--- src/rtl/ray_triangle_nearest_hit_unit_assert.svh ---
// Assertion macros for the ray/triangle nearest-hit unit.
// Used by the top level only; relies on clk and rst_n in the enclosing scope.
`ifndef RAY_TRIANGLE_NEAREST_HIT_UNIT_ASSERT_SVH
`define RAY_TRIANGLE_NEAREST_HIT_UNIT_ASSERT_SVH
`ifndef NO_ASSERTIONS
`define RTNH_ASSERT_NOW(label, ante, cons) \
  label: assert property (@(posedge clk) disable iff (!rst_n) (ante) |-> (cons)) \
    else $error("rtnh assertion failed");
`define RTNH_ASSERT_NEXT(label, ante, cons) \
  label: assert property (@(posedge clk) disable iff (!rst_n) (ante) |=> (cons)) \
    else $error("rtnh assertion failed");
`else
`define RTNH_ASSERT_NOW(label, ante, cons)
`define RTNH_ASSERT_NEXT(label, ante, cons)
`endif
`endif

--- src/rtl/rtnh_pkg.sv ---
// Shared types, constants and helper functions of the ray/triangle nearest-hit unit.
// Depends on nothing; the front, queue, back and top-level files use it by scoped names.
package rtnh_pkg;

  localparam int COORD_W       = 32;
  localparam int DIFF_W        = 33;
  localparam int FACE_ID_WIDTH = 16;
  localparam int THR_W         = 40;
  localparam int DIST_W        = 31;
  localparam int PQ_W          = 68;
  localparam int ACC_W         = 104;
  localparam int DIV_W         = ACC_W + DIST_W;
  localparam int POS_W         = 48;
  localparam int MUL_BITS      = 33;
  localparam int BIT_W         = 6;
  localparam int Q_DEPTH       = 2;
  localparam int Q_PTR_W       = $clog2(Q_DEPTH);
  localparam int Q_LVL_W       = $clog2(Q_DEPTH + 1);
  localparam int UOP_W         = 5;
  localparam int CFG_IDX_W     = 4;
  localparam int CFG_DATA_W    = 40;

  localparam logic [UOP_W-1:0] UOP_GEO_END = 5'd23;
  localparam logic [UOP_W-1:0] UOP_POS0    = 5'd24;
  localparam logic [UOP_W-1:0] UOP_END     = 5'd26;

  localparam logic [CFG_IDX_W-1:0] REG_ORIGIN_X = 4'd0;
  localparam logic [CFG_IDX_W-1:0] REG_ORIGIN_Y = 4'd1;
  localparam logic [CFG_IDX_W-1:0] REG_ORIGIN_Z = 4'd2;
  localparam logic [CFG_IDX_W-1:0] REG_DIR_X    = 4'd3;
  localparam logic [CFG_IDX_W-1:0] REG_DIR_Y    = 4'd4;
  localparam logic [CFG_IDX_W-1:0] REG_DIR_Z    = 4'd5;
  localparam logic [CFG_IDX_W-1:0] REG_THR      = 4'd6;
  localparam logic [CFG_IDX_W-1:0] REG_MIN_DIST = 4'd7;

  localparam logic signed [COORD_W-1:0] DIR_Z_RESET = 32'sd65536;
  localparam logic [THR_W-1:0]          THR_RESET   = 40'd281474977;

  typedef logic signed [COORD_W-1:0] coord_t;
  typedef logic signed [DIFF_W-1:0]  diff_t;
  typedef logic signed [PQ_W-1:0]    pq_t;

  typedef struct packed {
    coord_t [2:0]       origin;
    coord_t [2:0]       dir;
    logic [THR_W-1:0]   thr;
    logic [DIST_W-1:0]  min_dist;
  } rtnh_cfg_t;

  typedef struct packed {
    diff_t [2:0]               e1;
    diff_t [2:0]               e2;
    diff_t [2:0]               tv;
    logic [FACE_ID_WIDTH-1:0]  face;
    logic                      last;
  } rtnh_tri_t;

  typedef struct packed {
    logic               full;
    logic               empty;
    logic [Q_LVL_W-1:0] level;
  } rtnh_qstat_t;

  typedef enum logic [4:0] {
    SRC_DIR_X, SRC_DIR_Y, SRC_DIR_Z,
    SRC_E1_X, SRC_E1_Y, SRC_E1_Z,
    SRC_E2_X, SRC_E2_Y, SRC_E2_Z,
    SRC_TV_X, SRC_TV_Y, SRC_TV_Z,
    SRC_P_X, SRC_P_Y, SRC_P_Z,
    SRC_Q_X, SRC_Q_Y, SRC_Q_Z,
    SRC_DIST
  } src_t;

  typedef enum logic [3:0] {
    DST_NONE,
    DST_P_X, DST_P_Y, DST_P_Z,
    DST_Q_X, DST_Q_Y, DST_Q_Z,
    DST_DET, DST_UN, DST_VN, DST_TN,
    DST_POS_X, DST_POS_Y, DST_POS_Z
  } dst_t;

  typedef struct packed {
    src_t xs;
    src_t ys;
    logic sub;
    logic first;
    dst_t dst;
  } uop_t;

  typedef enum logic [3:0] {
    ST_IDLE, ST_LOAD, ST_MAC, ST_NORM, ST_TEST, ST_SAT, ST_DIV, ST_QUAL, ST_DONE
  } back_state_t;

  function automatic logic signed [ACC_W-1:0] sx_coord(input logic signed [COORD_W-1:0] v);
    return {{(ACC_W-COORD_W){v[COORD_W-1]}}, v};
  endfunction

  function automatic logic signed [ACC_W-1:0] sx_diff(input logic signed [DIFF_W-1:0] v);
    return {{(ACC_W-DIFF_W){v[DIFF_W-1]}}, v};
  endfunction

  function automatic logic signed [ACC_W-1:0] sx_pq(input logic signed [PQ_W-1:0] v);
    return {{(ACC_W-PQ_W){v[PQ_W-1]}}, v};
  endfunction

  function automatic uop_t uop_mk(input src_t xs, input src_t ys, input logic sub,
                                  input logic first, input dst_t dst);
    uop_t u;
    u.xs    = xs;
    u.ys    = ys;
    u.sub   = sub;
    u.first = first;
    u.dst   = dst;
    return u;
  endfunction

  // Product terms: the two cross products, the four dot products, then the
  // three position offsets. A term with a destination closes its sum.
  function automatic uop_t rtnh_uop(input logic [UOP_W-1:0] idx);
    uop_t u;
    unique case (idx)
      5'd0:  u = uop_mk(SRC_DIR_Y, SRC_E2_Z, 1'b0, 1'b1, DST_NONE);
      5'd1:  u = uop_mk(SRC_DIR_Z, SRC_E2_Y, 1'b1, 1'b0, DST_P_X);
      5'd2:  u = uop_mk(SRC_DIR_Z, SRC_E2_X, 1'b0, 1'b1, DST_NONE);
      5'd3:  u = uop_mk(SRC_DIR_X, SRC_E2_Z, 1'b1, 1'b0, DST_P_Y);
      5'd4:  u = uop_mk(SRC_DIR_X, SRC_E2_Y, 1'b0, 1'b1, DST_NONE);
      5'd5:  u = uop_mk(SRC_DIR_Y, SRC_E2_X, 1'b1, 1'b0, DST_P_Z);
      5'd6:  u = uop_mk(SRC_TV_Y, SRC_E1_Z, 1'b0, 1'b1, DST_NONE);
      5'd7:  u = uop_mk(SRC_TV_Z, SRC_E1_Y, 1'b1, 1'b0, DST_Q_X);
      5'd8:  u = uop_mk(SRC_TV_Z, SRC_E1_X, 1'b0, 1'b1, DST_NONE);
      5'd9:  u = uop_mk(SRC_TV_X, SRC_E1_Z, 1'b1, 1'b0, DST_Q_Y);
      5'd10: u = uop_mk(SRC_TV_X, SRC_E1_Y, 1'b0, 1'b1, DST_NONE);
      5'd11: u = uop_mk(SRC_TV_Y, SRC_E1_X, 1'b1, 1'b0, DST_Q_Z);
      5'd12: u = uop_mk(SRC_P_X, SRC_E1_X, 1'b0, 1'b1, DST_NONE);
      5'd13: u = uop_mk(SRC_P_Y, SRC_E1_Y, 1'b0, 1'b0, DST_NONE);
      5'd14: u = uop_mk(SRC_P_Z, SRC_E1_Z, 1'b0, 1'b0, DST_DET);
      5'd15: u = uop_mk(SRC_P_X, SRC_TV_X, 1'b0, 1'b1, DST_NONE);
      5'd16: u = uop_mk(SRC_P_Y, SRC_TV_Y, 1'b0, 1'b0, DST_NONE);
      5'd17: u = uop_mk(SRC_P_Z, SRC_TV_Z, 1'b0, 1'b0, DST_UN);
      5'd18: u = uop_mk(SRC_Q_X, SRC_DIR_X, 1'b0, 1'b1, DST_NONE);
      5'd19: u = uop_mk(SRC_Q_Y, SRC_DIR_Y, 1'b0, 1'b0, DST_NONE);
      5'd20: u = uop_mk(SRC_Q_Z, SRC_DIR_Z, 1'b0, 1'b0, DST_VN);
      5'd21: u = uop_mk(SRC_Q_X, SRC_E2_X, 1'b0, 1'b1, DST_NONE);
      5'd22: u = uop_mk(SRC_Q_Y, SRC_E2_Y, 1'b0, 1'b0, DST_NONE);
      5'd23: u = uop_mk(SRC_Q_Z, SRC_E2_Z, 1'b0, 1'b0, DST_TN);
      5'd24: u = uop_mk(SRC_DIR_X, SRC_DIST, 1'b0, 1'b1, DST_POS_X);
      5'd25: u = uop_mk(SRC_DIR_Y, SRC_DIST, 1'b0, 1'b1, DST_POS_Y);
      5'd26: u = uop_mk(SRC_DIR_Z, SRC_DIST, 1'b0, 1'b1, DST_POS_Z);
      default: u = uop_mk(SRC_DIR_X, SRC_DIR_X, 1'b0, 1'b1, DST_NONE);
    endcase
    return u;
  endfunction

endpackage

--- src/rtl/rtnh_front.sv ---
// Front part of the ray/triangle nearest-hit unit: takes triangles and forms
// the edge and origin vectors. Depends on rtnh_pkg.
module rtnh_front (
  input  logic                                    in_valid,
  output logic                                    in_stall,
  input  logic signed [rtnh_pkg::COORD_W-1:0]     in_a_x,
  input  logic signed [rtnh_pkg::COORD_W-1:0]     in_a_y,
  input  logic signed [rtnh_pkg::COORD_W-1:0]     in_a_z,
  input  logic signed [rtnh_pkg::COORD_W-1:0]     in_b_x,
  input  logic signed [rtnh_pkg::COORD_W-1:0]     in_b_y,
  input  logic signed [rtnh_pkg::COORD_W-1:0]     in_b_z,
  input  logic signed [rtnh_pkg::COORD_W-1:0]     in_c_x,
  input  logic signed [rtnh_pkg::COORD_W-1:0]     in_c_y,
  input  logic signed [rtnh_pkg::COORD_W-1:0]     in_c_z,
  input  logic [rtnh_pkg::FACE_ID_WIDTH-1:0]      in_face_id,
  input  logic                                    in_last_face,
  input  rtnh_pkg::rtnh_cfg_t                     cfg,
  input  rtnh_pkg::rtnh_qstat_t                   q_stat,
  output logic                                    q_push,
  output rtnh_pkg::rtnh_tri_t                     q_data
);

  function automatic rtnh_pkg::diff_t sub33(input rtnh_pkg::coord_t x, input rtnh_pkg::coord_t y);
    return rtnh_pkg::diff_t'({x[rtnh_pkg::COORD_W-1], x}) -
           rtnh_pkg::diff_t'({y[rtnh_pkg::COORD_W-1], y});
  endfunction

  assign in_stall = q_stat.full;
  assign q_push   = in_valid && !q_stat.full;

  always_comb begin
    q_data.e1[0] = sub33(in_b_x, in_a_x);
    q_data.e1[1] = sub33(in_b_y, in_a_y);
    q_data.e1[2] = sub33(in_b_z, in_a_z);
    q_data.e2[0] = sub33(in_c_x, in_a_x);
    q_data.e2[1] = sub33(in_c_y, in_a_y);
    q_data.e2[2] = sub33(in_c_z, in_a_z);
    q_data.tv[0] = sub33(cfg.origin[0], in_a_x);
    q_data.tv[1] = sub33(cfg.origin[1], in_a_y);
    q_data.tv[2] = sub33(cfg.origin[2], in_a_z);
    q_data.face  = in_face_id;
    q_data.last  = in_last_face;
  end

endmodule

--- config.mk ---
export PLATFORM = sky130hd
export DESIGN_NAME = rtnh_front
export DESIGN_NICKNAME = d
export VERILOG_FILES = /design/src/rtl/ray_triangle_nearest_hit_unit_assert.svh /design/src/rtl/rtnh_pkg.sv /design/src/rtl/rtnh_front.sv
export SDC_FILE = /design/constraint.sdc
export NUM_CORES = 1
export LEC_CHECK = 0
export BUFFER_PORTS_ARGS = -buffer_cell sky130_fd_sc_hd__clkbuf_2
export CAP_MARGIN = 0
export CORE_AREA = 2 2 346 348
export DETAILED_ROUTE_END_ITERATION = 8
export DIE_AREA = 0 0 348 350
export PLACE_DENSITY = 0.33
export SLEW_MARGIN = 10
export SYNTH_ARGS = -nofsm -noshare
export SYNTH_HDL_FRONTEND = slang
export SYNTH_SLANG_ARGS = --single-unit
export TNS_END_PERCENT = 5
--- constraint.sdc ---
create_clock -name vclk -period 6
set_clock_uncertainty 0.2 [all_clocks]
set_input_delay 0.9 -clock vclk [all_inputs]
set_output_delay 0.9 -clock vclk [all_outputs]
set_load 0.02 [all_outputs]
Yosys cells after proc, flatten, opt, wreduce, memory -nomap -nowiden
Cells that the tools add are included.
Storage, ports and cells
  latch bits: 0
  memories: 0
  flip-flop bits (word level): 0
  memory bits (read-only): 0
  output and inout port bits: 316
  RAM bits: 0
Operators by class
  muxes and demuxes: 0
  magnitude comparators: 0
  equality and inequality tests: 0
  add/sub/neg operators: 9
  divide/modulo/power cells: 0
  shifts and indexed selects: 0
  reduce and logical (&&, ||, !) cells: 2
  multipliers: 0
  bitwise logic cells: 0
Operator list (number)
  subtractor 32 x 32 -> 33 bit: 9
  logical AND 1 bit: 1
  zero test 1 bit: 1

Longest topological paths before layout
Gate-level depths: netlist (run 1).
  depth in word-level cells: 2
  gate-level depth with buffers: 13

Worst setup path before layout (run 1)
No wires, ideal clock.
  kind: input to output
  start point: input port in_b_x[0] in the netlist's numbering
  end point: output port q_data[241] in the netlist's numbering
  path slack: 1468 ps
  data arrival time: 3432 ps
  cell stages on the path: 13
  path buffers: 0
  required time: 4900 ps
  path through: inv_1 -> ha_1 -> fa_1 -> nand2b_1 -> a21boi_1 -> o21ai_0 -> a211o_1 -> a31oi_1 -> o211a_1 -> o311a_1 -> nor2_1 -> o21ai_0 -> xor2_1
RTL lines
  start: declaration: RTL line rtnh_front.sv:9  | input logic signed [rtnh_pkg::COORD_W-1:0] in_b_x,
  end: declaration: RTL line rtnh_front.sv:20  | output rtnh_pkg::rtnh_tri_t q_data

==> out/metrics.cfg, run 1 <==
[run_status]
status = completed

[cells_and_area]
design_area_um2 = 19600
final_cell_mix = clkbuf_2, ha_1, a21oi_1
seq_cell_count = 0
regArea_um2 = 0
nFillCells = 13700
final_common_cell = clkbuf_2
area_delta_synth_final_pct = 36.9
finalNetCount = 3562
nClkBuffers = 0
drive_gt1_share_pct = 27.7
finalNonFillerCells = 4239
multiInputGateArea_um2 = 13400

[detailed_routing]
drt_pre_antenna_iters = 5
vias = 17400
drcViolationCount = 0
wl_per_cell_um = 20.0
drtIter0Drc = 707
wl_met3_um = 8040
met2_length_um = 37800
via_per_inst = 4.10
highest_layer = met5
ant_nets = 0
wl_met1_um = 37300
routed_wl_um = 84800

[hold_path]
whs_endpoint = q_data[12]
hold_path_depth = 0
min_path_type = in2out
worstHoldStart = in_face_id[11]

[critical_path]
crit_slowest_cell = o311ai_1
critical_path_buf_inv_count = 5
end_kind = output port
cp_data_arrival_time_ps = 4190
crit_chain = clkbuf_2, inv_1, ha_1, nor2b_1, o21a_1, o21ai_1, a2111oi_2, buf_4, nor2_1, o311ai_1, a21oi_1, buf_4, o21a_1, nor3b_1, a311o_1, clkbuf_2
crit_path_max_incr_delay_ps = 460
worst_path_dominant_cell_family = compound AO/OA/AOI/OAI gates
crit_path_start_kind = primary input
required_ps = 4900
critPathKind = in2out
critPathMaxFanout = 4

[synth]
syn_area_um2 = 14300
netlist_instances = 2028
ys_seq_area_share_pct = 0
ys_types = 84
synth_fp_nets = 2898
ys_warn_count = 0
avgSynthCellArea_um2 = 7.07

[placed_design]
placed_cells = 4226
portBuffers = 685
dp_hpwl_um = 78900
place_area_um2 = 19600
gp_congestion = 0.871

[sta]
worst_slew_pin_slew_ps = 713
setup_tns_ps = 0
hold_viol = 0
relSlewSlack_pct = 51.9
rsz0062_at_grt = false
timing.final.crit_share_pct = 88.2
layout_min_cycle_time_ps = 5290
fin_hold_ws_ps = 1600
fmax_ghz = 0.189
maxSlewViolCount = 0
setup_viol = 0

[global_routing]
grt_pass1_wl_um = 118000
grt_pass1_vias = 17300
grt_overflow = 0
antenna_found_initial = 36
grt_start_max_net_pins = 10
grt_usage_pct = 13.1

[floorplanning]
dieArea_um2 = 122000
num_rows = 126
fp.coreArea_um2 = 118000
ios = 889
initial_core_util_pct = 12.2
die_w_um = 348
die_h_um = 350

[power]
cellPowerDensity_nw_per_um2 = 158
p_leak_nw = 10.3
power_mw = 3.10
peakVddDrop_mv = 0.0616

[cts]
cts_resized = 0
cts_setup_buffers = 0
hold_buffers = 0

[run]
maxCapViolations = 0

==> final cells by class <==
cell class	instances	area share [%]
antenna	13	0.166
multi-input combinational	1793	68.2
timing repair buffer	703	18.2
tap	1536	9.79
inverter	194	3.71
==> power breakdown <==
group / total (mW) / leakage, nW / switching [mW] / internal (mW)
sequential: 0 / 0 / 0 / 0
combinational: 3.10 / 10.3 / 2.00 / 1.10
clock: 0.00000000942 / 0.0000824 / 0 / 0.00000000934
==> per-layer routing <==
layer  global-route usage (%)  up-vias
li1                         -     8701
met1                     16.8     7981
met2                     21.4      617
met3                     4.30       68
met4                     2.35       22
met5                        0        -
==> how the worst max path moves through the flow <==
| stage | slack [ps] | start | end | cells past startpoint |
|---|---|---|---|---|
| final | 710 | in_a_x[1] | q_data[147] | 16 |
| after global routing | 360 | in_a_x[1] | q_data[46] | 14 |
| after CTS | 520 | in_a_x[1] | q_data[46] | 14 |
| after detailed placement | 550 | in_a_x[1] | q_data[46] | 14 |
| after global placement | 550 | in_a_x[1] | q_data[46] | 14 |
| after floorplan | 1470 | in_b_x[0] | q_data[241] | 13 |
==> synthesized netlist by cell type (6+ instances only) <==
master,count,area [um^2]
fa_1,9,180
a31o_2,6,52.6
o21bai_1,33,248
inv_1,194,728
clkbuf_1,22,82.6
xnor2_1,181,1590
ha_1,288,3600
a211oi_1,18,135
o211ai_1,6,45.0
nor2_1,136,510
xor2_1,67,587
a21oi_1,215,1080
o31a_1,6,52.6
a21boi_1,7,52.6
a211o_1,10,87.6
and3_1,27,169
nor3_1,32,160
o21ai_0,96,480
nand2b_1,38,238
a31oi_1,28,175
or3_1,8,50.1
o22ai_1,6,37.5
a41o_1,6,60.1
nor2b_1,37,231
o21a_1,46,345
a21boi_0,6,45.0
o31ai_1,11,82.6
o21ai_1,32,160
a21o_1,139,1040
and2_1,10,62.6
nand2_1,125,469
nand4_1,23,144
buf_4,18,135
nand3_1,43,215
==> stage by stage <==
step | setup slack [ps] | util (%)
6_report | 711 | 16.7
5_1_grt | 363 | 16.7
4_1_cts | 521 | 16.6
3_5_place_dp | 549 | 16.6
3_3_place_gp | 550 | 16.6
2_1_floorplan | 1470 | -
==> cells by family (layout without fill, tap and decap cells) <==
group	count (synthesis)	after routing	share of synthesized area, %
fa+ha+maj	297	297	26.4
simple gates	504	504	17.0
compound gates	743	743	34.7
other cells	0	13	0
xor+xnor	248	248	15.1
mux	1	1	0.0698
buf+inv	235	897	6.67
(Power assumes the default switching activity.)
==> inputs of run 2 (changes only) <==
==> constraint.sdc (replaced) <==
create_clock -name vclk -period 6
set_clock_uncertainty 0.2 [all_clocks]
set_input_delay 0.3 -clock vclk [all_inputs]
set_output_delay 0.3 -clock vclk [all_outputs]
set_load 0.02 [all_outputs]
==> out/metrics.cfg, run 2 (synthesis results as in run 1) <==
[critical_path]
crit_path_start_kind = primary input
crit_slowest_cell = o31ai_1
end_kind = output port
crit_path_max_incr_delay_ps = 890
cp_data_arrival_time_ps = 4240
required_ps = 5500
critPathMostFrequentCell = clkbuf_2
critical_path_buf_inv_count = 2
worst_path_dominant_cell_family = compound AO/OA/AOI/OAI gates
crit_path_start = in_a_x[0]
cp.depth = 14
crit_chain = clkbuf_2, ha_1, fa_1, nor2b_1, o2111ai_1, a31oi_1, a41o_1, o21a_2, a21oi_2, o31ai_1, nand2b_1, a21boi_1, o41ai_2, clkbuf_2
critPathMaxFanout = 4
critPathKind = in2out

[detailed_routing]
drcViolationCount = 0
ant_nets = 0
wl_per_cell_um = 20.0
vias = 17200
routed_wl_um = 84500
drt_pre_antenna_iters = 5
via_per_inst = 4.07
drtIter0Drc = 762

[placed_design]
portBuffers = 685
dp_hpwl_um = 78600
placed_cells = 4210
gp_congestion = 0.886

[power]
pwr-share-clk_pct = 0
peakVddDrop_mv = 0.0666
pwr-share-comb_pct = 100.0
internal_power_mw = 1.09
swShare_pct = 64.8
power.switching_mw = 2.00
pwr-share-seq_pct = 0
p_leak_nw = 10.2
cellPowerDensity_nw_per_um2 = 158

[global_routing]
grt_pass1_wl_um = 118000
grt_overflow = 0
grt_start_max_net_pins = 10
antenna_found_initial = 34
grt_usage_pct = 13.0
grt_pass1_vias = 17200

[cells_and_area]
final_cell_mix = clkbuf_2, ha_1, a21oi_1
finalNonFillerCells = 4221
final_util_pct = 16.6
nFillCells = 13800
regArea_um2 = 0
drive_gt1_share_pct = 27.3
final_common_cell = clkbuf_2
nClkBuffers = 0
finalNetCount = 3546
multiInputGateArea_um2 = 13400
area_delta_synth_final_pct = 36.0
seq_cell_count = 0

[cts]
hold_buffers = 0
cts_setup_buffers = 0
cts_resized = 0

[floorplanning]
initial_core_util_pct = 12.2
num_rows = 126
dieArea_um2 = 122000
die_w_um = 348
die_h_um = 350
fp.coreArea_um2 = 118000
ios = 889

[sta]
layout_min_cycle_time_ps = 4740
setup_viol = 0
maxSlewViolCount = 0
hold_viol = 0
rsz0062_at_grt = false
setup_tns_ps = 0
relSlewSlack_pct = 32.6
timing.final.crit_share_pct = 79.1
fmax_ghz = 0.211
worst_slew_pin_slew_ps = 1000

[hold_path]
hold_path_depth = 0
worstHoldStart = in_face_id[13]
min_path_type = in2out

[run_status]
status = completed

[run]
maxCapViolations = 0

==> run 2: cell types whose count changed in the layout (fill, tap and decap cells not counted) <==
| cell | before | now |
|---|---|---|
| buf_4 | 18 | 2 |
| diode_2 | 13 | 11 |
==> run 2: layer usage <==
metal	wire (um)	vias to the layer above	global-route usage [%]
met3	6730	70	3.86
li1	-	8650	-
met4	1610	24	2.74
met2	37500	561	21.1
met5	148	-	0
met1	38500	7858	17.0
==> run 2: stage by stage <==
stage	hold slack [ps]	worst slack (ps)	instance area, um^2	power, mW
5_1_grt	400	1000	19500	3.36
2_1_floorplan	478	2670	14300	1.95
3_5_place_dp	400	1270	19500	3.11
4_1_cts	400	1240	19500	3.13
6_report	400	1260	19500	3.09
3_3_place_gp	400	1210	19500	3.14
==> run 2: cell type report <==
type	count	area share, %
Antenna cell	11	0.141
Timing Repair Buffer	687	17.7
Inverter	194	3.73
Multi-Input combinational cell	1793	68.6
Tap cell	1536	9.85
==> run 2: path summary, 6_finish.rpt <==
path / end / slack, ps
max: q_data[148] / 1260
min: q_data[14] / 400
==> run 2: power groups by stage <==
stage | combinational [mW] | clock (mW) | sequential [mW]
floorplan | 1.95 | 0 | 0
global placement | 3.14 | 0 | 0
detailed placement | 3.11 | 0 | 0
CTS | 3.13 | 0 | 0
global route | 3.36 | 0.000000202 | 0
finish | 3.09 | 0.000000212 | 0
==> inputs of run 3 (changes only) <==
- CORE_AREA: 2 2 346 348 -> 2 2 341 343
- DIE_AREA: 0 0 348 350 -> 0 0 343 345
- PLACE_DENSITY: 0.33 -> 0.34
- clock period: 6 -> 4.21 ns (I/O delays scaled with it)
==> out/metrics.cfg, run 3 (synthesis results as in run 1) <==
[placed_design]
dp_hpwl_um = 78400
gp_congestion = 0.895
portBuffers = 685
place_area_um2 = 19600
placed_cells = 4222

[critical_path]
cp_data_arrival_time_ps = 3440
required_ps = 3800
crit_chain = clkbuf_2, ha_1, fa_1, nor2b_1, o2111ai_1, a31oi_2, a41o_1, o21a_2, a21oi_2, o31ai_1, nand2b_1, nand2_1, xor2_1, buf_4, clkbuf_2
critPathKind = in2out
crit_path_start_kind = primary input
critPathMaxFanout = 4
critPathMostFrequentCell = clkbuf_2
crit_path_max_incr_delay_ps = 420
crit_slowest_cell = fa_1
end_kind = output port

[global_routing]
met2_usage_pct = 22.7
grtUsageMet3_pct = 4.46
grt_overflow = 0
grt_usage_pct = 13.4
grt_pass1_wl_um = 118000
grtUsageMet1_pct = 16.9
antenna_found_initial = 30
busiest_layer = met2
grt_pass1_vias = 17500
grt_start_max_net_pins = 10

[cells_and_area]
finalNonFillerCells = 4231
finalNetCount = 3570
design_area_um2 = 19700
drive_gt1_share_pct = 28.0
regArea_um2 = 0
area_delta_synth_final_pct = 37.2
final_cell_mix = clkbuf_2, ha_1, a21oi_1
nClkBuffers = 0
seq_cell_count = 0
final_common_cell = clkbuf_2

[sta]
relSlewSlack_pct = 56.3
worst_slew_pin_slew_ps = 651
rsz0062_at_grt = false
setup_tns_ps = 0
fin_hold_ws_ps = 221
setup_viol = 0
timing.final.crit_share_pct = 91.5
layout_min_cycle_time_ps = 3850
hold_viol = 0
maxSlewViolCount = 0
fmax_ghz = 0.260

[power]
peakVddDrop_mv = 0.0910
cellPowerDensity_nw_per_um2 = 226
power_mw = 4.44
p_leak_nw = 10.4

[floorplanning]
fp.coreArea_um2 = 115000
ios = 889
die_w_um = 343
initial_core_util_pct = 12.5
dieArea_um2 = 118000
num_rows = 125
die_h_um = 345

[detailed_routing]
routed_wl_um = 84100
drcViolationCount = 0
drt_pre_antenna_iters = 5
wl_per_cell_um = 19.9
via_per_inst = 4.09
vias = 17300
drtIter0Drc = 741
ant_nets = 0

[run_status]
status = completed

[run]
maxCapViolations = 0

[hold_path]
min_path_type = in2out

==> run 3: changes by cell type in the layout (fill, tap and decap cells not counted), sizes merged <==
cell,delta
diode,-2
clkbuf,-1
buf,+25
==> run 3: layout make-up <==
type | instances | area (um^2)
well taps | 1524 | 1910
diodes | 9 | 22.5
fillers | 13500 | 95400
repair buffers | 711 | 3620
inverters | 194 | 728
multi-input cells | 1793 | 13400
==> run 3: final timing paths <==
path	startpoint	endpoint	slack [ps]	cells after the start
hold / removal	in_face_id[13]	q_data[14]	220	0
setup / recovery	in_a_x[0]	q_data[146]	360	15
==> run 3: where the power goes <==
part	internal (mW)	switching, mW
sequential	0	0
combinational	1.58	2.86
clock	0.000000167	0
==> run 3: timing repair <==
item	in CTS	in global routing
hold buffers	0	0
endpoints found under the setup margin	0	3
resized for setup	0	3
setup buffers	0	0
==> run 3: metrics by stage <==
stage	util [%]	setup WS (ps)
2_1_floorplan	-	1060
4_1_cts	17.1	114
5_1_grt	17.1	21.0
3_3_place_gp	17.1	131
6_report	17.1	358
3_5_place_dp	17.1	137
==> run 3: critical path, delay by kind of cell <==
family	cells	cell delay, ps
buffers and inverters	3	460
adder cells (fa/ha/maj)	2	650
XOR/XNOR	1	200
AO/OA/AOI/OAI	6	1490
AND/OR/NAND/NOR	3	420
==> run 3: metal layers <==
layer  share of wire [%]  vias up
li1                    -     8728
met2                  46      555
met3                 9.1       58
met1                  44     7921
met5                0.26        -
met4                0.96       34
