===== src/rtl/ray_triangle_nearest_hit_unit_assert.svh =====
// Assertion macros for the ray/triangle nearest-hit unit.
// Used by the top level only; relies on clk and rst_n in the enclosing scope.
`ifndef RAY_TRIANGLE_NEAREST_HIT_UNIT_ASSERT_SVH
`define RAY_TRIANGLE_NEAREST_HIT_UNIT_ASSERT_SVH
`ifndef NO_ASSERTIONS
`define RTNH_ASSERT_NOW(label, ante, cons) \
  label: assert property (@(posedge clk) disable iff (!rst_n) (ante) |-> (cons)) \
    else $error("rtnh assertion failed");
`define RTNH_ASSERT_NEXT(label, ante, cons) \
  label: assert property (@(posedge clk) disable iff (!rst_n) (ante) |=> (cons)) \
    else $error("rtnh assertion failed");
`else
`define RTNH_ASSERT_NOW(label, ante, cons)
`define RTNH_ASSERT_NEXT(label, ante, cons)
`endif
`endif


===== src/rtl/rtnh_pkg.sv =====
// Shared types, constants and helper functions of the ray/triangle nearest-hit unit.
// Depends on nothing; the front, queue, back and top-level files use it by scoped names.
package rtnh_pkg;

  localparam int COORD_W       = 32;
  localparam int DIFF_W        = 33;
  localparam int FACE_ID_WIDTH = 16;
  localparam int THR_W         = 40;
  localparam int DIST_W        = 31;
  localparam int PQ_W          = 68;
  localparam int ACC_W         = 104;
  localparam int DIV_W         = ACC_W + DIST_W;
  localparam int POS_W         = 48;
  localparam int MUL_BITS      = 33;
  localparam int BIT_W         = 6;
  localparam int Q_DEPTH       = 2;
  localparam int Q_PTR_W       = $clog2(Q_DEPTH);
  localparam int Q_LVL_W       = $clog2(Q_DEPTH + 1);
  localparam int UOP_W         = 5;
  localparam int CFG_IDX_W     = 4;
  localparam int CFG_DATA_W    = 40;

  localparam logic [UOP_W-1:0] UOP_GEO_END = 5'd23;
  localparam logic [UOP_W-1:0] UOP_POS0    = 5'd24;
  localparam logic [UOP_W-1:0] UOP_END     = 5'd26;

  localparam logic [CFG_IDX_W-1:0] REG_ORIGIN_X = 4'd0;
  localparam logic [CFG_IDX_W-1:0] REG_ORIGIN_Y = 4'd1;
  localparam logic [CFG_IDX_W-1:0] REG_ORIGIN_Z = 4'd2;
  localparam logic [CFG_IDX_W-1:0] REG_DIR_X    = 4'd3;
  localparam logic [CFG_IDX_W-1:0] REG_DIR_Y    = 4'd4;
  localparam logic [CFG_IDX_W-1:0] REG_DIR_Z    = 4'd5;
  localparam logic [CFG_IDX_W-1:0] REG_THR      = 4'd6;
  localparam logic [CFG_IDX_W-1:0] REG_MIN_DIST = 4'd7;

  localparam logic signed [COORD_W-1:0] DIR_Z_RESET = 32'sd65536;
  localparam logic [THR_W-1:0]          THR_RESET   = 40'd281474977;

  typedef logic signed [COORD_W-1:0] coord_t;
  typedef logic signed [DIFF_W-1:0]  diff_t;
  typedef logic signed [PQ_W-1:0]    pq_t;

  typedef struct packed {
    coord_t [2:0]       origin;
    coord_t [2:0]       dir;
    logic [THR_W-1:0]   thr;
    logic [DIST_W-1:0]  min_dist;
  } rtnh_cfg_t;

  typedef struct packed {
    diff_t [2:0]               e1;
    diff_t [2:0]               e2;
    diff_t [2:0]               tv;
    logic [FACE_ID_WIDTH-1:0]  face;
    logic                      last;
  } rtnh_tri_t;

  typedef struct packed {
    logic               full;
    logic               empty;
    logic [Q_LVL_W-1:0] level;
  } rtnh_qstat_t;

  typedef enum logic [4:0] {
    SRC_DIR_X, SRC_DIR_Y, SRC_DIR_Z,
    SRC_E1_X, SRC_E1_Y, SRC_E1_Z,
    SRC_E2_X, SRC_E2_Y, SRC_E2_Z,
    SRC_TV_X, SRC_TV_Y, SRC_TV_Z,
    SRC_P_X, SRC_P_Y, SRC_P_Z,
    SRC_Q_X, SRC_Q_Y, SRC_Q_Z,
    SRC_DIST
  } src_t;

  typedef enum logic [3:0] {
    DST_NONE,
    DST_P_X, DST_P_Y, DST_P_Z,
    DST_Q_X, DST_Q_Y, DST_Q_Z,
    DST_DET, DST_UN, DST_VN, DST_TN,
    DST_POS_X, DST_POS_Y, DST_POS_Z
  } dst_t;

  typedef struct packed {
    src_t xs;
    src_t ys;
    logic sub;
    logic first;
    dst_t dst;
  } uop_t;

  typedef enum logic [3:0] {
    ST_IDLE, ST_LOAD, ST_MAC, ST_NORM, ST_TEST, ST_SAT, ST_DIV, ST_QUAL, ST_DONE
  } back_state_t;

  function automatic logic signed [ACC_W-1:0] sx_coord(input logic signed [COORD_W-1:0] v);
    return {{(ACC_W-COORD_W){v[COORD_W-1]}}, v};
  endfunction

  function automatic logic signed [ACC_W-1:0] sx_diff(input logic signed [DIFF_W-1:0] v);
    return {{(ACC_W-DIFF_W){v[DIFF_W-1]}}, v};
  endfunction

  function automatic logic signed [ACC_W-1:0] sx_pq(input logic signed [PQ_W-1:0] v);
    return {{(ACC_W-PQ_W){v[PQ_W-1]}}, v};
  endfunction

  function automatic uop_t uop_mk(input src_t xs, input src_t ys, input logic sub,
                                  input logic first, input dst_t dst);
    uop_t u;
    u.xs    = xs;
    u.ys    = ys;
    u.sub   = sub;
    u.first = first;
    u.dst   = dst;
    return u;
  endfunction

  // Product terms: the two cross products, the four dot products, then the
  // three position offsets. A term with a destination closes its sum.
  function automatic uop_t rtnh_uop(input logic [UOP_W-1:0] idx);
    uop_t u;
    unique case (idx)
      5'd0:  u = uop_mk(SRC_DIR_Y, SRC_E2_Z, 1'b0, 1'b1, DST_NONE);
      5'd1:  u = uop_mk(SRC_DIR_Z, SRC_E2_Y, 1'b1, 1'b0, DST_P_X);
      5'd2:  u = uop_mk(SRC_DIR_Z, SRC_E2_X, 1'b0, 1'b1, DST_NONE);
      5'd3:  u = uop_mk(SRC_DIR_X, SRC_E2_Z, 1'b1, 1'b0, DST_P_Y);
      5'd4:  u = uop_mk(SRC_DIR_X, SRC_E2_Y, 1'b0, 1'b1, DST_NONE);
      5'd5:  u = uop_mk(SRC_DIR_Y, SRC_E2_X, 1'b1, 1'b0, DST_P_Z);
      5'd6:  u = uop_mk(SRC_TV_Y, SRC_E1_Z, 1'b0, 1'b1, DST_NONE);
      5'd7:  u = uop_mk(SRC_TV_Z, SRC_E1_Y, 1'b1, 1'b0, DST_Q_X);
      5'd8:  u = uop_mk(SRC_TV_Z, SRC_E1_X, 1'b0, 1'b1, DST_NONE);
      5'd9:  u = uop_mk(SRC_TV_X, SRC_E1_Z, 1'b1, 1'b0, DST_Q_Y);
      5'd10: u = uop_mk(SRC_TV_X, SRC_E1_Y, 1'b0, 1'b1, DST_NONE);
      5'd11: u = uop_mk(SRC_TV_Y, SRC_E1_X, 1'b1, 1'b0, DST_Q_Z);
      5'd12: u = uop_mk(SRC_P_X, SRC_E1_X, 1'b0, 1'b1, DST_NONE);
      5'd13: u = uop_mk(SRC_P_Y, SRC_E1_Y, 1'b0, 1'b0, DST_NONE);
      5'd14: u = uop_mk(SRC_P_Z, SRC_E1_Z, 1'b0, 1'b0, DST_DET);
      5'd15: u = uop_mk(SRC_P_X, SRC_TV_X, 1'b0, 1'b1, DST_NONE);
      5'd16: u = uop_mk(SRC_P_Y, SRC_TV_Y, 1'b0, 1'b0, DST_NONE);
      5'd17: u = uop_mk(SRC_P_Z, SRC_TV_Z, 1'b0, 1'b0, DST_UN);
      5'd18: u = uop_mk(SRC_Q_X, SRC_DIR_X, 1'b0, 1'b1, DST_NONE);
      5'd19: u = uop_mk(SRC_Q_Y, SRC_DIR_Y, 1'b0, 1'b0, DST_NONE);
      5'd20: u = uop_mk(SRC_Q_Z, SRC_DIR_Z, 1'b0, 1'b0, DST_VN);
      5'd21: u = uop_mk(SRC_Q_X, SRC_E2_X, 1'b0, 1'b1, DST_NONE);
      5'd22: u = uop_mk(SRC_Q_Y, SRC_E2_Y, 1'b0, 1'b0, DST_NONE);
      5'd23: u = uop_mk(SRC_Q_Z, SRC_E2_Z, 1'b0, 1'b0, DST_TN);
      5'd24: u = uop_mk(SRC_DIR_X, SRC_DIST, 1'b0, 1'b1, DST_POS_X);
      5'd25: u = uop_mk(SRC_DIR_Y, SRC_DIST, 1'b0, 1'b1, DST_POS_Y);
      5'd26: u = uop_mk(SRC_DIR_Z, SRC_DIST, 1'b0, 1'b1, DST_POS_Z);
      default: u = uop_mk(SRC_DIR_X, SRC_DIR_X, 1'b0, 1'b1, DST_NONE);
    endcase
    return u;
  endfunction

endpackage


===== src/rtl/rtnh_fifo.sv =====
// Short triangle queue between the front and back parts of the nearest-hit unit.
// Depends on rtnh_pkg.
module rtnh_fifo (
  input  logic                   clk,
  input  logic                   rst_n,
  input  logic                   push,
  input  rtnh_pkg::rtnh_tri_t    wr_data,
  input  logic                   pop,
  output rtnh_pkg::rtnh_tri_t    head,
  output rtnh_pkg::rtnh_qstat_t  stat
);

  rtnh_pkg::rtnh_tri_t               mem_r [rtnh_pkg::Q_DEPTH];
  logic [rtnh_pkg::Q_PTR_W-1:0]      wr_ptr_r;
  logic [rtnh_pkg::Q_PTR_W-1:0]      rd_ptr_r;
  logic [rtnh_pkg::Q_LVL_W-1:0]      level_r;

  always_ff @(posedge clk) begin
    if (push) begin
      mem_r[wr_ptr_r] <= wr_data;
    end
  end

  always_ff @(posedge clk) begin
    if (!rst_n) begin
      wr_ptr_r <= '0;
      rd_ptr_r <= '0;
      level_r  <= '0;
    end else begin
      if (push) begin
        wr_ptr_r <= wr_ptr_r + 1'b1;
      end
      if (pop) begin
        rd_ptr_r <= rd_ptr_r + 1'b1;
      end
      if (push && !pop) begin
        level_r <= level_r + 1'b1;
      end else if (pop && !push) begin
        level_r <= level_r - 1'b1;
      end
    end
  end

  assign head       = mem_r[rd_ptr_r];
  assign stat.level = level_r;
  assign stat.full  = (level_r == rtnh_pkg::Q_LVL_W'(rtnh_pkg::Q_DEPTH));
  assign stat.empty = (level_r == '0);

endmodule


===== config.mk =====
export PLATFORM = sky130hd
export DESIGN_NAME = rtnh_fifo
export DESIGN_NICKNAME = d
export VERILOG_FILES = /design/src/rtl/ray_triangle_nearest_hit_unit_assert.svh /design/src/rtl/rtnh_pkg.sv /design/src/rtl/rtnh_fifo.sv
export SDC_FILE = /design/constraint.sdc
export NUM_CORES = 1
export LEC_CHECK = 0
export ABC_AREA = 1
export BUFFER_PORTS_ARGS = -buffer_cell sky130_fd_sc_hd__buf_2
export CORE_ASPECT_RATIO = 0.5
export CORE_MARGIN = 3
export CORE_UTILIZATION = 32
export DETAILED_ROUTE_END_ITERATION = 8
export GPL_ROUTABILITY_DRIVEN = 0
export PLACE_DENSITY = 0.65
export SETUP_SLACK_MARGIN = 0.1
export SYNTH_ARGS = -nofsm -noshare
export SYNTH_HDL_FRONTEND = slang
export SYNTH_SLANG_ARGS = --single-unit

===== constraint.sdc =====
create_clock -name clk -period 26.3 [get_ports clk]
set_clock_uncertainty 0.15 [all_clocks]
set_input_delay 0 -clock clk [delete_from_list [all_inputs] [get_ports clk]]
set_output_delay 0 -clock clk [all_outputs]
set_load 0.03 [all_outputs]

==> results of run 1 <==
-- kinds of logic after synthesis --
| group | synth area share |
|---|---|
| flops | 0.791 |
| fa+ha+maj | 0.000522 |
| simple gates | 0.00313 |
| compound gates | 0.000417 |
| buf+inv | 0.0164 |
| mux | 0.188 |
-- through the flow --
step	util	instances	hold slack (ns)	cell area, um^2	setup slack, ns
detailed placement	0.382	2595	0.0408	28100	21.73
global placement	0.382	2595	0.0375	28100	21.78
floorplan	-	1012	-0.0511	24000	11.86
==> run summary, run 1 <==
The first error in the log reads "[ERROR RSZ-0060] Max buffer count reached". After synthesis, the netlist uses 14 different library cells. The area share of the largest cell type after synthesis works out to 0.787.

During placement, the flow inserted port buffers numbering 635. The maximum level of the CTS H-tree was 2; the post-synthesis async set-or-reset flop share was 0. The Yosys step of the flow raised 0 warnings. The post-synthesis net count was 1331. The logs give 70 for the count of standard-cell rows and 0.326 for the starting density of the core. Number of synthesized register bits: 633. The commonest cells after synthesis are sky130_fd_sc_hd__edfxtp_1, sky130_fd_sc_hd__mux2_4, sky130_fd_sc_hd__mux2_2. The tools report the netlist area before placement as 24000 um^2.

Halt point of the flow: 4_1_cts. The post-CTS setup repair buffer count was 0; the half-perimeter wire length after placement was 46400 um. By area the synthesized netlist is led by sky130_fd_sc_hd__edfxtp_1, sky130_fd_sc_hd__mux2_4, sky130_fd_sc_hd__mux2_2. Averaged over all synthesized cells, the footprint is 23.7 um^2.

In this run, synthesis inferred 628 flip-flops with an integrated enable. The most used flip-flop cell after synthesis is sky130_fd_sc_hd__edfxtp_1. The root buffer cell was sky130_fd_sc_hd__clkbuf_16.

The number of clock buffers inserted by TritonCTS is 57, and the number of hold-repair buffers added at the cts stage is 542. The number of I/O pins is 636, and the y dimension of the die is 199 um. In this run, post-CTS repair resized a total of 0 instances. The width of the die is 393 um.

The sequential fraction of the synthesis area came out at 0.791. Synthesis handed over a netlist of 1012 instances. Clock tree synthesis found a total of 633 sinks.

The run stopped with a tool error. No sink is reached through more buffers than the 3 on the longest clock path. sky130_fd_sc_hd__edfxtp_1 takes more of the synthesized area than any other cell. sky130_fd_sc_hd__edfxtp_1 is the most common cell in the netlist.
==> inputs of run 2 (changes only) <==
- CORE_ASPECT_RATIO: 0.5 -> default
- CORE_UTILIZATION: 32 -> 20
- PLACE_DENSITY: 0.65 -> default
- PLACE_DENSITY_LB_ADDON: default -> 0.15
- SETUP_SLACK_MARGIN: 0.1 -> default
==> run 2 against run 1 <==
Effect of this change:
- the run now ends clean
- synthesized cell count stayed put
- area after synthesis stayed put
==> run summary, run 2 <==
The number of library cell types mapped by synthesis was 14 (unchanged). The area growth from synthesis to layout is 57.4%. The warning count from the yosys run was 0 (unchanged); the post-synthesis simple-gate area fraction was 0.00313 (unchanged).

In the layout the commonest cells are sky130_fd_sc_hd__buf_2, sky130_fd_sc_hd__dlygate4sd3_1, sky130_fd_sc_hd__edfxtp_1. After the last flow step, the layout net total stands at 2658. The residual antenna-violating net count after detailed routing was 0; the clock group share of total power was 0.395.

The y dimension of the die is 352 um (was 199 um). The post-layout utilization of the core is 0.319, and the worst voltage drop across the vdd grid is 0.0484 mV. The number of hold-repair buffers added at the cts stage was 633 (was 542); the worst-case reg-to-reg path depth was 3. The mean area per synthesized cell came out at 23.7 um^2 (unchanged). The synthesized-area fraction occupied by ao, oa, aoi and oai cells was 0.000418 (unchanged).

Timing would allow up to 214 MHz. The worst slew margin relative to its limit is 0.268, and the leakage power summed over all cells is 14.6 nW. The cell area power density came out at 68.7 nW/um^2. The share of the cycle needed by the critical path after routing was 0.178; the number of I/O pins was 636 (unchanged). The run gives 1012 (unchanged) as the gate count after technology mapping.

The worst setup path is launched from a flop. After detailed routing, the number of remaining DRC violations is 0. The number of flip-flops in the largest register came out at 628.

The run gives 11846 as the count of filler cells inserted in the layout. In the final routed layout, each cell accounts on average for 16.9 um. Total congestion overflow: 0. The register clock-pin slew on the reported worst setup and hold paths is 0.06 ns, and the number of hold violations in the final report is 0. Overall routing resource usage: 0.107.

The flow ran to the end, and the final reports show no timing, DRC or antenna violations. The number of clock buffers inserted by TritonCTS is 79 (was 57), and the number of resized instances in the post-cts repair step is 0 (unchanged). For the count of standard-cell rows, the log shows 126 (was 70). The tools report the post-synthesis net count as 1331 (unchanged). The floorplan step defined a die boundary enclosing 124000 um^2. The length of the first detailed-routing pass in iterations is 4. The buffer levels on the longest clock path is 3 (unchanged). Cell with the most instances after synthesis: sky130_fd_sc_hd__edfxtp_1 (unchanged). The minimum setup slack among reg-to-reg paths came out at 22.97 ns.

The number of endpoints failing setup at the final stage was 0; the post-layout minimum cycle time was 4.67 ns. For the max-cap violation count, the log shows 0. Primary flip-flop cell chosen by synthesis mapping: sky130_fd_sc_hd__edfxtp_1 (unchanged).

For the number of global-route vias before repair, the log shows 16020. After detailed routing, the number of vias per cell comes to 3.56. The fraction of layout instances using a drive strength above 1 was 0.444.

The violation count after the first detailed-routing iteration was 664; the worst hold slack after final layout was 0.0550 ns. The worst hold path was traced through 2 stages. The number of enable-type register cells in the synthesized netlist was 628 (unchanged); the clock sink total was 633 (unchanged). The logs give 2.59 mW for the power consumption and 0.147 for the logic gate share of total power. Wires add up to 67800 um.

The xor-xnor portion of the synthesized cell area came out at 0 (unchanged). The largest registers in the layout are mem_r (628), level_r (2). The most frequent standard cell in the layout excluding fill and tap cells is sky130_fd_sc_hd__buf_2. The tightest min-delay check is of the primary input to flop type.

The starting density of the core came out at 0.202 (was 0.326). The worst register-to-register path ends at mem_r[0][55]$_DFFE_PP_. The run gives 0.62 ns as the clock latency on the worst-skew pair.

For this block, the via count after detailed routing is 14269. For the net switching component of the power, the log shows 0.635 mW. The worst register-to-register path begins at wr_ptr_r$_SDFFE_PN0P_. Setup repair after global routing left no endpoint under its margin. The area share of the largest cell type after synthesis was 0.787 (unchanged); the initial antenna violation count was 5. Top post-synthesis cells by area: sky130_fd_sc_hd__edfxtp_1, sky130_fd_sc_hd__mux2_4, sky130_fd_sc_hd__mux2_2 (unchanged). The critical path in this run is classified as flop to primary output. The transition at the pin with the smallest max-transition slack came out at 1.10 ns.

The register with the most flip-flops in the final layout is mem_r. The first global-routing pass estimated 101000 um of wire. For the maximum level of the CTS H-tree, the log shows 3 (was 2). The maximum fanout encountered on the critical timing path is 51. The cell taking the most area after synthesis was sky130_fd_sc_hd__edfxtp_1 (unchanged). The netlist area before placement was 24000 um^2 (unchanged). Leading cell types by count after synthesis: sky130_fd_sc_hd__edfxtp_1, sky130_fd_sc_hd__mux2_4, sky130_fd_sc_hd__mux2_2 (unchanged). Mux contribution to synthesized area: 0.188 (unchanged). Root buffer cell: sky130_fd_sc_hd__clkbuf_16 (unchanged). The number of synthesized register bits was 633 (unchanged).

The logs give 0 (unchanged) for the post-CTS setup repair buffer count and 4.52 ns for the data arrival time of the worst path. The main combinational cell family by area after synthesis is multiplexers (unchanged). TritonCTS built the clock tree.

Entering global routing, the biggest net connects 127 pins. The share of synthesized cell area in full adder, half adder and majority cells is 0.000522 (unchanged). Number of buffers inserted by port buffering: 635 (unchanged). The number of pins with negative max-slew slack in the final report is 0, and the post-synthesis async set-or-reset flop share is 0 (unchanged). The floorplan step defined a core boundary enclosing 118000 um^2.

The worst hold path begins at wr_data[82]. Summed over all failing endpoints, the final setup total negative slack is 0 ns. The switching portion of total power is 0.245, and the sequential fraction of the synthesis area is 0.791 (unchanged). The width of the die is 352 um (was 393 um). Internal power comes to 1.96 mW. The half-perimeter wire length after placement came out at 45900 um (was 46400 um). The worst hold path terminates at mem_r[0][82]$_DFFE_PP_. The tools report the register share of total power as 0.458.

The tools report the capturing element type of the critical path as a primary output. The run gives 26.15 ns as the required time at the endpoint of the critical path.
run 2: cell counts after synthesis:
Identical to the previous run, type by type.
run 2: worst max path at each step:
stage | endpoint | depth (start not counted) | slack (ns)
floorplan | mem_r[0][0]$_DFFE_PP_ | 1 | 11.86
global placement | head[122] | 5 | 22.23
detailed placement | head[122] | 5 | 22.17
CTS | head[122] | 5 | 21.45
global route | head[122] | 5 | 21.34
finish | head[122] | 5 | 21.63
run 2: cell families after synthesis:
group | count (synthesis)
adder cells (fa/ha/maj) | 1
AND/OR/NAND/NOR | 19
buffers and inverters | 43
flip-flops | 633
multiplexers | 314
AO/OA/AOI/OAI | 2
run 2: layout make-up:
class	instances	area [um^2]	area share
multi-input combinational	336	4620	0.122
sequential	633	19000	0.503
antenna	3	7.51	0.000199
clock buffer	107	2150	0.0569
clock inverter	38	305	0.00810
inverter	8	37.5	0.000995
timing repair buffer	1281	9640	0.256
tap	1600	2000	0.0531
run 2: power by group through the flow:
stage / logic (mW) / clock network [mW] / registers (mW)
floorplan: 0.210 / 0 / 1.22
global placement: 0.310 / 0 / 1.21
detailed placement: 0.312 / 0 / 1.21
CTS: 0.389 / 1.07 / 1.19
global route: 0.406 / 1.12 / 1.19
finish: 0.381 / 1.02 / 1.19
run 2: metrics by stage:
| step | area [um^2] | instances | setup WS, ns |
|---|---|---|---|
| floorplan | 24000 | 1012 | 11.86 |
| global placement | 28900 | 3225 | 22.23 |
| detailed placement | 28900 | 3225 | 22.17 |
| CTS | 37700 | 4003 | 21.45 |
| global route | 37700 | 4005 | 21.34 |
| finish | 37700 | 4006 | 21.63 |
run 2: layer usage:
layer | vias to the layer above | GRT usage | share of wire
met3 | 101 | 0.0393 | 0.078
met5 | - | 0 | 0.00018
met2 | 448 | 0.190 | 0.51
li1 | 6714 | - | -
met4 | 2 | 0.0355 | 0.027
met1 | 7004 | 0.119 | 0.38
run 2: critical path, cell delays in order, from the launching register on:
cell and delay, ns:
sky130_fd_sc_hd__dfxtp_4 0.85, sky130_fd_sc_hd__buf_4 0.75, sky130_fd_sc_hd__buf_4 0.72, sky130_fd_sc_hd__buf_4 0.83, sky130_fd_sc_hd__mux2_4 0.37, sky130_fd_sc_hd__buf_2 0.19
Note: power is estimated with default switching activity, not from simulation.
==> inputs of run 3 (changes only) <==
- clock period: 26.3 -> 4.7 ns (I/O delays scaled with it)
==> run 3 against run 2 <==
Effect of this change:
- first-iteration DRC count shrank 23%
- cell area up 0.32%
- sequential share of layout area decreased by 0.16 points
- via count is 0.95% higher
- non-clock buffer count increased by 20
- total power rose to 5.5 times the previous value
- worst setup slack lost 20 ns
- critical path depth is 2 lower
- count of clock-buffer cells in the layout decreased by 11
- critical path type unchanged
- highest routed layer unchanged
==> run summary, run 3 (synthesis results as in run 2) <==
The tools report the worst hold slack after final layout as 0.0809 ns (was 0.0550 ns). Largest registers: mem_r (628), level_r (2) (unchanged). The cell area power density is 377 nW/um^2 (was 68.7 nW/um^2), and the final cell count without fillers is 4016 (was 4006).

The per-cell via count in the routed design is 3.59 (was 3.56). TritonCTS built the clock tree. The number of resized instances in the post-cts repair step is 0 (unchanged), and the number of flip-flops in the largest register is 628 (unchanged). The worst voltage drop across the vdd grid is 0.262 mV (was 0.0484 mV), and the number of hold-repair buffers added at the cts stage is 631 (was 633). The number of clock buffers inserted by TritonCTS is 77 (was 79).

The maximum fanout encountered on the critical timing path was 69 (was 51). The register cell area after layout is 19000 um^2 (about the same), and the share of the cycle needed by the critical path after routing is 0.632. The tools report the net switching component of the power as 3.48 mW (was 0.635 mW).

The tools report the max-cap violation count as 0 (unchanged). The kind of launch point of the worst setup path is a flop (unchanged). The fraction of layout instances using a drive strength above 1 works out to 0.449 (was 0.444). The worst stage delay on the critical path was 0.98 ns (was 0.85 ns).

Most frequent standard cell in the layout excluding fill and tap cells: sky130_fd_sc_hd__buf_2 (unchanged). The average wire per cell in the routed design works out to 16.3 um (was 16.9 um). The logs give 126 (unchanged) for the count of standard-cell rows and 15868 (was 16020) for the number of global-route vias before repair. The logs give 124000 um^2 (unchanged) for the full die area and 65300 um (was 67800 um) for the total length of routed wires.

Switching portion of total power: 0.244 (was 0.245). The total congestion overflow came out at 0 (unchanged). The data arrival time of the worst path is 2.82 ns (was 4.52 ns). The clock latency on the worst-skew pair came out at 0.62 ns (about the same).

The total number of vias is 14405 (was 14269), and the number of endpoints failing setup at the final stage is 0 (unchanged). Largest delay contributor family on the critical path: flip-flops (was buffers and inverters). The register share of total power is 0.464 (was 0.458).

The transition at the pin with the smallest max-transition slack was 0.978 ns (was 1.10 ns); the number of buffers inserted by port buffering was 635 (unchanged). The area growth from synthesis to layout is 57.9% (was 57.4%). For the logic gate share of total power, the log shows 0.151 (was 0.147). The multi-input logic area is 4620 um^2 (about the same).

The highest-delay cell along the critical path was sky130_fd_sc_hd__dfxtp_4 (unchanged). The cell count after placement was 3247 (was 3225); the initial antenna violation count was 6 (was 5). The cell-internal power was 10.8 mW (was 1.96 mW). Most frequent cells in the layout: sky130_fd_sc_hd__buf_2, sky130_fd_sc_hd__dlygate4sd3_1, sky130_fd_sc_hd__edfxtp_1 (unchanged). The tools report the number of hold violations in the final report as 0 (unchanged). The tools report the violation count after the first detailed-routing iteration as 513 (was 664). The critical path class is flop to primary output (unchanged).

The run finished with clean final reports. The width of the die is 352 um (unchanged), and the register clock-pin slew on the reported worst setup and hold paths is 0.05 ns (was 0.06 ns). The half-perimeter wire length after placement came out at 44600 um (was 45900 um). The residual antenna-violating net count after detailed routing was 0 (unchanged); the worst setup margin was 1.73 ns (was 21.63 ns). The number of pins with negative max-slew slack in the final report is 0 (unchanged).

The leakage power summed over all cells came out at 14.7 nW (was 14.6 nW). For the number of design rule violations left after detail routing, the log shows 0 (unchanged). The run gives 4.55 ns (was 26.15 ns) as the required time at the endpoint of the critical path. Root buffer cell: sky130_fd_sc_hd__clkbuf_16 (unchanged). The post-CTS setup repair buffer count was 0 (unchanged); the worst slew margin relative to its limit was 0.348 (was 0.268). The total core area was 118000 um^2 (unchanged); the length of the first detailed-routing pass in iterations was 4 (unchanged).

Buffer levels on the longest clock path: 3 (unchanged). The most flop-heavy register is mem_r (unchanged). The starting density of the core came out at 0.202 (unchanged).

The clock group share of total power is 0.385 (was 0.395). Chain of cells forming the critical path: buf_12, mux2_4, buf_2 (was buf_4, buf_4, buf_4, mux2_4, buf_2). Class of the most critical hold timing path: primary input to flop (unchanged).

The y dimension of the die was 352 um (unchanged). The tools report the capturing element type of the critical path as a primary output (unchanged). The pin count of the biggest net entering global routing came out at 89 (was 127). For the net count of the finished layout, the log shows 2676 (was 2658).

For the count of filler cells inserted in the layout, the log shows 11793 (was 11846). The clock period could shrink to 2.97 ns. The maximum level of the CTS H-tree is 3 (unchanged). The overall routing resource usage was 0.103 (was 0.107); the number of buffer and inverter instances along the worst setup path was 2 (was 4). The number of I/O pins was 636 (unchanged); the maximum frequency from static timing analysis was 337 MHz.

The worst setup slack before clock tree synthesis is 2.26 ns (was 22.17 ns). Setup repair after global routing left no endpoint under its margin. The run gives 97600 um (was 101000 um) as the first-pass GRT wire length. The clock sink total was 633 (unchanged).
==> run 3: cell count changes in the layout (fill, tap and decap cells not counted), moves of 2 or more <==
cell,change
sky130_fd_sc_hd__buf_12,+8
sky130_fd_sc_hd__buf_4,+14
sky130_fd_sc_hd__clkbuf_1,-7
sky130_fd_sc_hd__clkbuf_16,-4
sky130_fd_sc_hd__clkinv_1,+5
sky130_fd_sc_hd__clkinv_8,+2
sky130_fd_sc_hd__clkinvlp_4,-3
sky130_fd_sc_hd__dlygate4sd3_1,-2
sky130_fd_sc_hd__inv_6,-2
==> run 3: worst paths after layout <==
check	depth (start not counted)	slack, ns	end	from
max	3	1.73	head[220]	flop
min	2	0.08	mem_r[1][196]$_DFFE_PP_	wr_data[196]
max reg2reg	3	2.31	mem_r[1][139]$_DFFE_PP_	wr_ptr_r$_SDFFE_PN0P_
min reg2reg	2	0.37	flop	rd_ptr_r$_SDFFE_PN0P_
==> run 3: layout make-up <==
class / count / share of cell area
tap: 1600 / 0.0529
clock buffer: 96 / 0.0534
timing repair buffer: 1301 / 0.261
multi-input combinational: 336 / 0.122
sequential: 633 / 0.501
clock inverter: 38 / 0.00804
antenna: 4 / 0.000265
inverter: 8 / 0.000893
==> run 3: power by group through the flow <==
| stage | clock network [mW] | registers (mW) | logic (mW) |
|---|---|---|---|
| floorplan | 0 | 6.77 | 1.17 |
| global placement | 0 | 6.74 | 1.76 |
| detailed placement | 0 | 6.75 | 1.77 |
| CTS | 5.74 | 6.64 | 2.20 |
| global route | 5.97 | 6.66 | 2.30 |
| finish | 5.49 | 6.63 | 2.15 |
==> run 3: per-layer routing <==
metal / wire length, um / share of wire / vias to the layer above / GRT usage
met5: 21 / 0.00032 / - / 0
met3: 5500 / 0.084 / 98 / 0.0402
met1: 24800 / 0.38 / 7144 / 0.112
met4: 1640 / 0.025 / 4 / 0.0328
li1: - / - / 6729 / -
met2: 33300 / 0.51 / 430 / 0.181
==> run 3: metrics by stage <==
stage | util | TNS (ns) | power (mW) | area, um^2
final | 0.320 | 0 | 14.3 | 37800
after global routing | 0.320 | 0 | 14.9 | 37800
after CTS | 0.319 | 0 | 14.6 | 37800
after detailed placement | 0.246 | 0 | 8.53 | 29200
after global placement | 0.246 | 0 | 8.51 | 29200
after floorplan | - | -555.85 | 7.94 | 24000
==> inputs of run 4 (changes only) <==
- ABC_AREA: 1 -> 0
- clock period: 4.7 -> 2.6 ns (I/O delays scaled with it)
==> run 4 against run 3 <==
Effect of this change:
- core utilization grew 0.38 points
- critical path type unchanged
- highest routed layer unchanged
- critical path depth grew 1
- synthesized cell count shrank 1.3%
- clock power grew 97%
==> run summary, run 4 <==
The run finished with clean final reports. The half-perimeter wire length after placement is 45700 um (was 44600 um). For the worst slew margin relative to its limit, the log shows 0.661 (was 0.348). The cell with the most instances after synthesis is sky130_fd_sc_hd__edfxtp_1 (unchanged). The width of the die is 352 um (about the same). The critical path class was flop to primary output (unchanged). The tools report the amount of wire on met3 after detailed routing as 5050 um (was 5500 um).

The initial antenna violation count is 9 (was 6). The worst voltage drop across the vdd grid is 0.590 mV (was 0.262 mV). The fraction of layout instances using a drive strength above 1 is 0.462 (was 0.449). The number of flip-flops in the largest register was 628 (unchanged).

Largest registers: mem_r (628), level_r (2) (unchanged). The highest signal layer in the routed design was met5 (unchanged). The number of library cell types mapped by synthesis was 17 (was 14).

The length of the first detailed-routing pass in iterations was 6 (was 4). TritonCTS built the clock tree. The class of the most critical hold timing path was primary input to flop (unchanged).

The data arrival time of the worst path is 2.22 ns (was 2.82 ns). The buffer levels on the longest clock path was 3 (unchanged); the average wire per cell in the routed design was 16.4 um (was 16.3 um). The total number of vias is 14369 (was 14405), and the number of design rule violations left after detail routing is 0 (unchanged). The mean area per synthesized cell is 24.0 um^2 (was 23.7 um^2). Top post-synthesis cells by area: sky130_fd_sc_hd__edfxtp_1, sky130_fd_sc_hd__mux2_4, sky130_fd_sc_hd__mux2_2 (unchanged). The tools report the leakage power summed over all cells as 14.9 nW (was 14.7 nW). The maximum fanout encountered on the critical timing path is 21 (was 69). The starting density of the core came out at 0.202 (about the same).

The tools report the first-pass GRT wire length as 99500 um (was 97600 um). The required time at the endpoint of the critical path is 2.45 ns (was 4.55 ns). Number of pins with negative max-slew slack in the final report: 0 (unchanged).

The number of global-route vias before repair was 16007 (was 15868); the sum of negative setup slack was 0 ns (unchanged). The number of clock buffers inserted by TritonCTS is 78 (was 77), and the residual antenna-violating net count after detailed routing is 0 (unchanged). The tools report the post-synthesis net count as 1318 (was 1331). The netlist area before placement was 23900 um^2 (was 24000 um^2). The transition at the pin with the smallest max-transition slack is 0.509 ns (was 0.978 ns), and the sequential fraction of the synthesis area is 0.792 (was 0.791). The per-cell via count in the routed design came out at 3.57 (was 3.59).

Total congestion overflow: 0 (unchanged). The gate count after technology mapping was 999 (was 1012). The cell area power density was 709 nW/um^2 (was 377 nW/um^2); the number of buffers inserted by port buffering was 635 (unchanged).

The maximum level of the CTS H-tree was 3 (unchanged). The final cell count without fillers is 4026 (was 4016). Warning count from the yosys run: 0 (unchanged). The logs give 126 (unchanged) for the count of standard-cell rows and 633 (unchanged) for the clock sink total. Full die area: 124000 um^2 (about the same). Clock latency on the worst-skew pair: 0.63 ns (was 0.62 ns). The root buffer cell was sky130_fd_sc_hd__clkbuf_16 (unchanged). The tools report the max-cap violation count as 0 (unchanged). The kind of launch point of the worst setup path was a flop (unchanged). The area growth from synthesis to layout works out to 59.8% (was 57.9%).

The tools report the beginning of the worst hold path as wr_data[178] (was wr_data[196]). The violation count after the first detailed-routing iteration is 507 (was 513), and the total length of routed wires is 66200 um (was 65300 um). For the cell count after placement, the log shows 3248 (was 3247). The startpoint of the worst register-to-register path was level_r[0]$_SDFFE_PN0P_ (was wr_ptr_r$_SDFFE_PN0P_). The post-synthesis async set-or-reset flop share is 0 (unchanged), and the met2 wirelength from detailed routing is 33800 um (was 33300 um). The primary flip-flop cell chosen by synthesis mapping is sky130_fd_sc_hd__edfxtp_1 (unchanged). For the maximum frequency from static timing analysis, the log shows 422 MHz.

The tools report the number of resized instances in the post-cts repair step as 0 (unchanged). The y dimension of the die was 352 um (about the same); the share of the cycle needed by the critical path after routing was 0.912. Pin count of the biggest net entering global routing: 70 (was 89). The number of hold violations in the final report came out at 0 (unchanged). Setup repair after global routing left no endpoint under its margin. Most flop-heavy register: mem_r (unchanged). Capturing element type of the critical path: a primary output (unchanged).

For the detailed-route wire length on metal 1, the log shows 25400 um (was 24800 um). The number of I/O pins was 636 (unchanged). Leading cell types by count after synthesis: sky130_fd_sc_hd__edfxtp_1, sky130_fd_sc_hd__mux2_4, sky130_fd_sc_hd__mux2_2 (unchanged).

The run gives 0.105 (was 0.103) as the overall routing resource usage. Most frequent cells in the layout: sky130_fd_sc_hd__buf_2, sky130_fd_sc_hd__dlygate4sd3_1, sky130_fd_sc_hd__edfxtp_1 (unchanged). The net count of the finished layout was 2677 (was 2676); the number of enable-type register cells in the synthesized netlist was 628 (unchanged). The most frequent standard cell in the layout excluding fill and tap cells is sky130_fd_sc_hd__buf_2 (unchanged). Subtracting the final worst setup slack from the clock period gives 2.37 ns. The number of endpoints failing setup at the final stage came out at 0 (unchanged). The register clock-pin slew on the reported worst setup and hold paths is 0.05 ns (about the same).

The total core area is 118000 um^2 (unchanged), and the number of synthesized register bits is 633 (unchanged). Area share of the largest cell type after synthesis: 0.787 (about the same). Cell taking the most area after synthesis: sky130_fd_sc_hd__edfxtp_1 (unchanged).
==> run 4: cell count changes after synthesis, moves of 2 or more <==
cell | before | now
sky130_fd_sc_hd__and2_1 | 0 | 4
sky130_fd_sc_hd__inv_1 | 8 | 1
sky130_fd_sc_hd__nand2_1 | 8 | 0
sky130_fd_sc_hd__nor2_1 | 9 | 1
sky130_fd_sc_hd__nor2b_1 | 0 | 3
sky130_fd_sc_hd__xor2_1 | 0 | 2
==> run 4: metrics by stage <==
stage / total power [mW] / util / instance area [um^2] / setup WS (ns) / hold WS [ns]
4_1_cts: 27.7 / 0.323 / 38300 / 0.102 / 0.0328
5_1_grt: 28.3 / 0.323 / 38300 / 0.0887 / 0.0714
3_5_place_dp: 15.8 / 0.248 / 29400 / 0.826 / 0.0409
6_report: 27.1 / 0.323 / 38300 / 0.230 / 0.0824
2_1_floorplan: 14.6 / - / 24000 / -2.94 / -0.0511
3_3_place_gp: 15.8 / 0.248 / 29400 / 0.836 / 0.0369
==> run 4: critical path, cell delays in order (launching register included) <==
cell and delay, ns:
sky130_fd_sc_hd__dfxtp_4 0.48, sky130_fd_sc_hd__buf_12 0.27, sky130_fd_sc_hd__buf_4 0.27, sky130_fd_sc_hd__mux2_2 0.35, sky130_fd_sc_hd__buf_2 0.18
==> run 4: final cells by class <==
type	instances	area, um^2
tap	1600	2000
inverter	1	3.75
sequential	633	19000
multi-input combinational	330	4630
fill	11674	80100
antenna	5	12.5
clock buffer	91	2040
timing repair buffer	1314	10100
clock inverter	52	544
==> run 4: final timing paths <==
path	endpoint	slack [ns]	cells after the start
hold / removal	mem_r[1][178]$_DFFE_PP_	0.08	2
hold reg to reg	rd_ptr_r$_SDFFE_PN0P_	0.44	2
setup reg to reg	level_r[1]$_SDFFE_PN0P_	0.76	4
setup / recovery	head[298]	0.23	4
==> run 4: layer usage <==
metal / up-vias / track usage
met5: - / 0
met4: 6 / 0.0370
met3: 115 / 0.0371
met2: 434 / 0.186
met1: 7072 / 0.117
li1: 6742 / -
==> run 4: kinds of logic after synthesis <==
group / synth area share
buffers and inverters: 0.0153
AND/OR/NAND/NOR: 0.00225
adder cells (fa/ha/maj): 0.000522
flip-flops: 0.792
XOR/XNOR: 0.00110
AO/OA/AOI/OAI: 0.000836
multiplexers: 0.188
==> run 4: repair_timing <==
item                                   4_1_cts  5_1_grt
buffers inserted                             0        0
endpoints found under the hold margin      732        0
hold buffers                               630        0
==> run 4: power breakdown <==
part           switching (mW)  leakage [nW]  internal, mW  total, mW
clock network            4.28          1.27          6.55       10.8
registers               0.134          5.94          11.8       11.9
logic                    2.34          7.66          2.01       4.35
total                    6.75          14.9          20.4       27.1
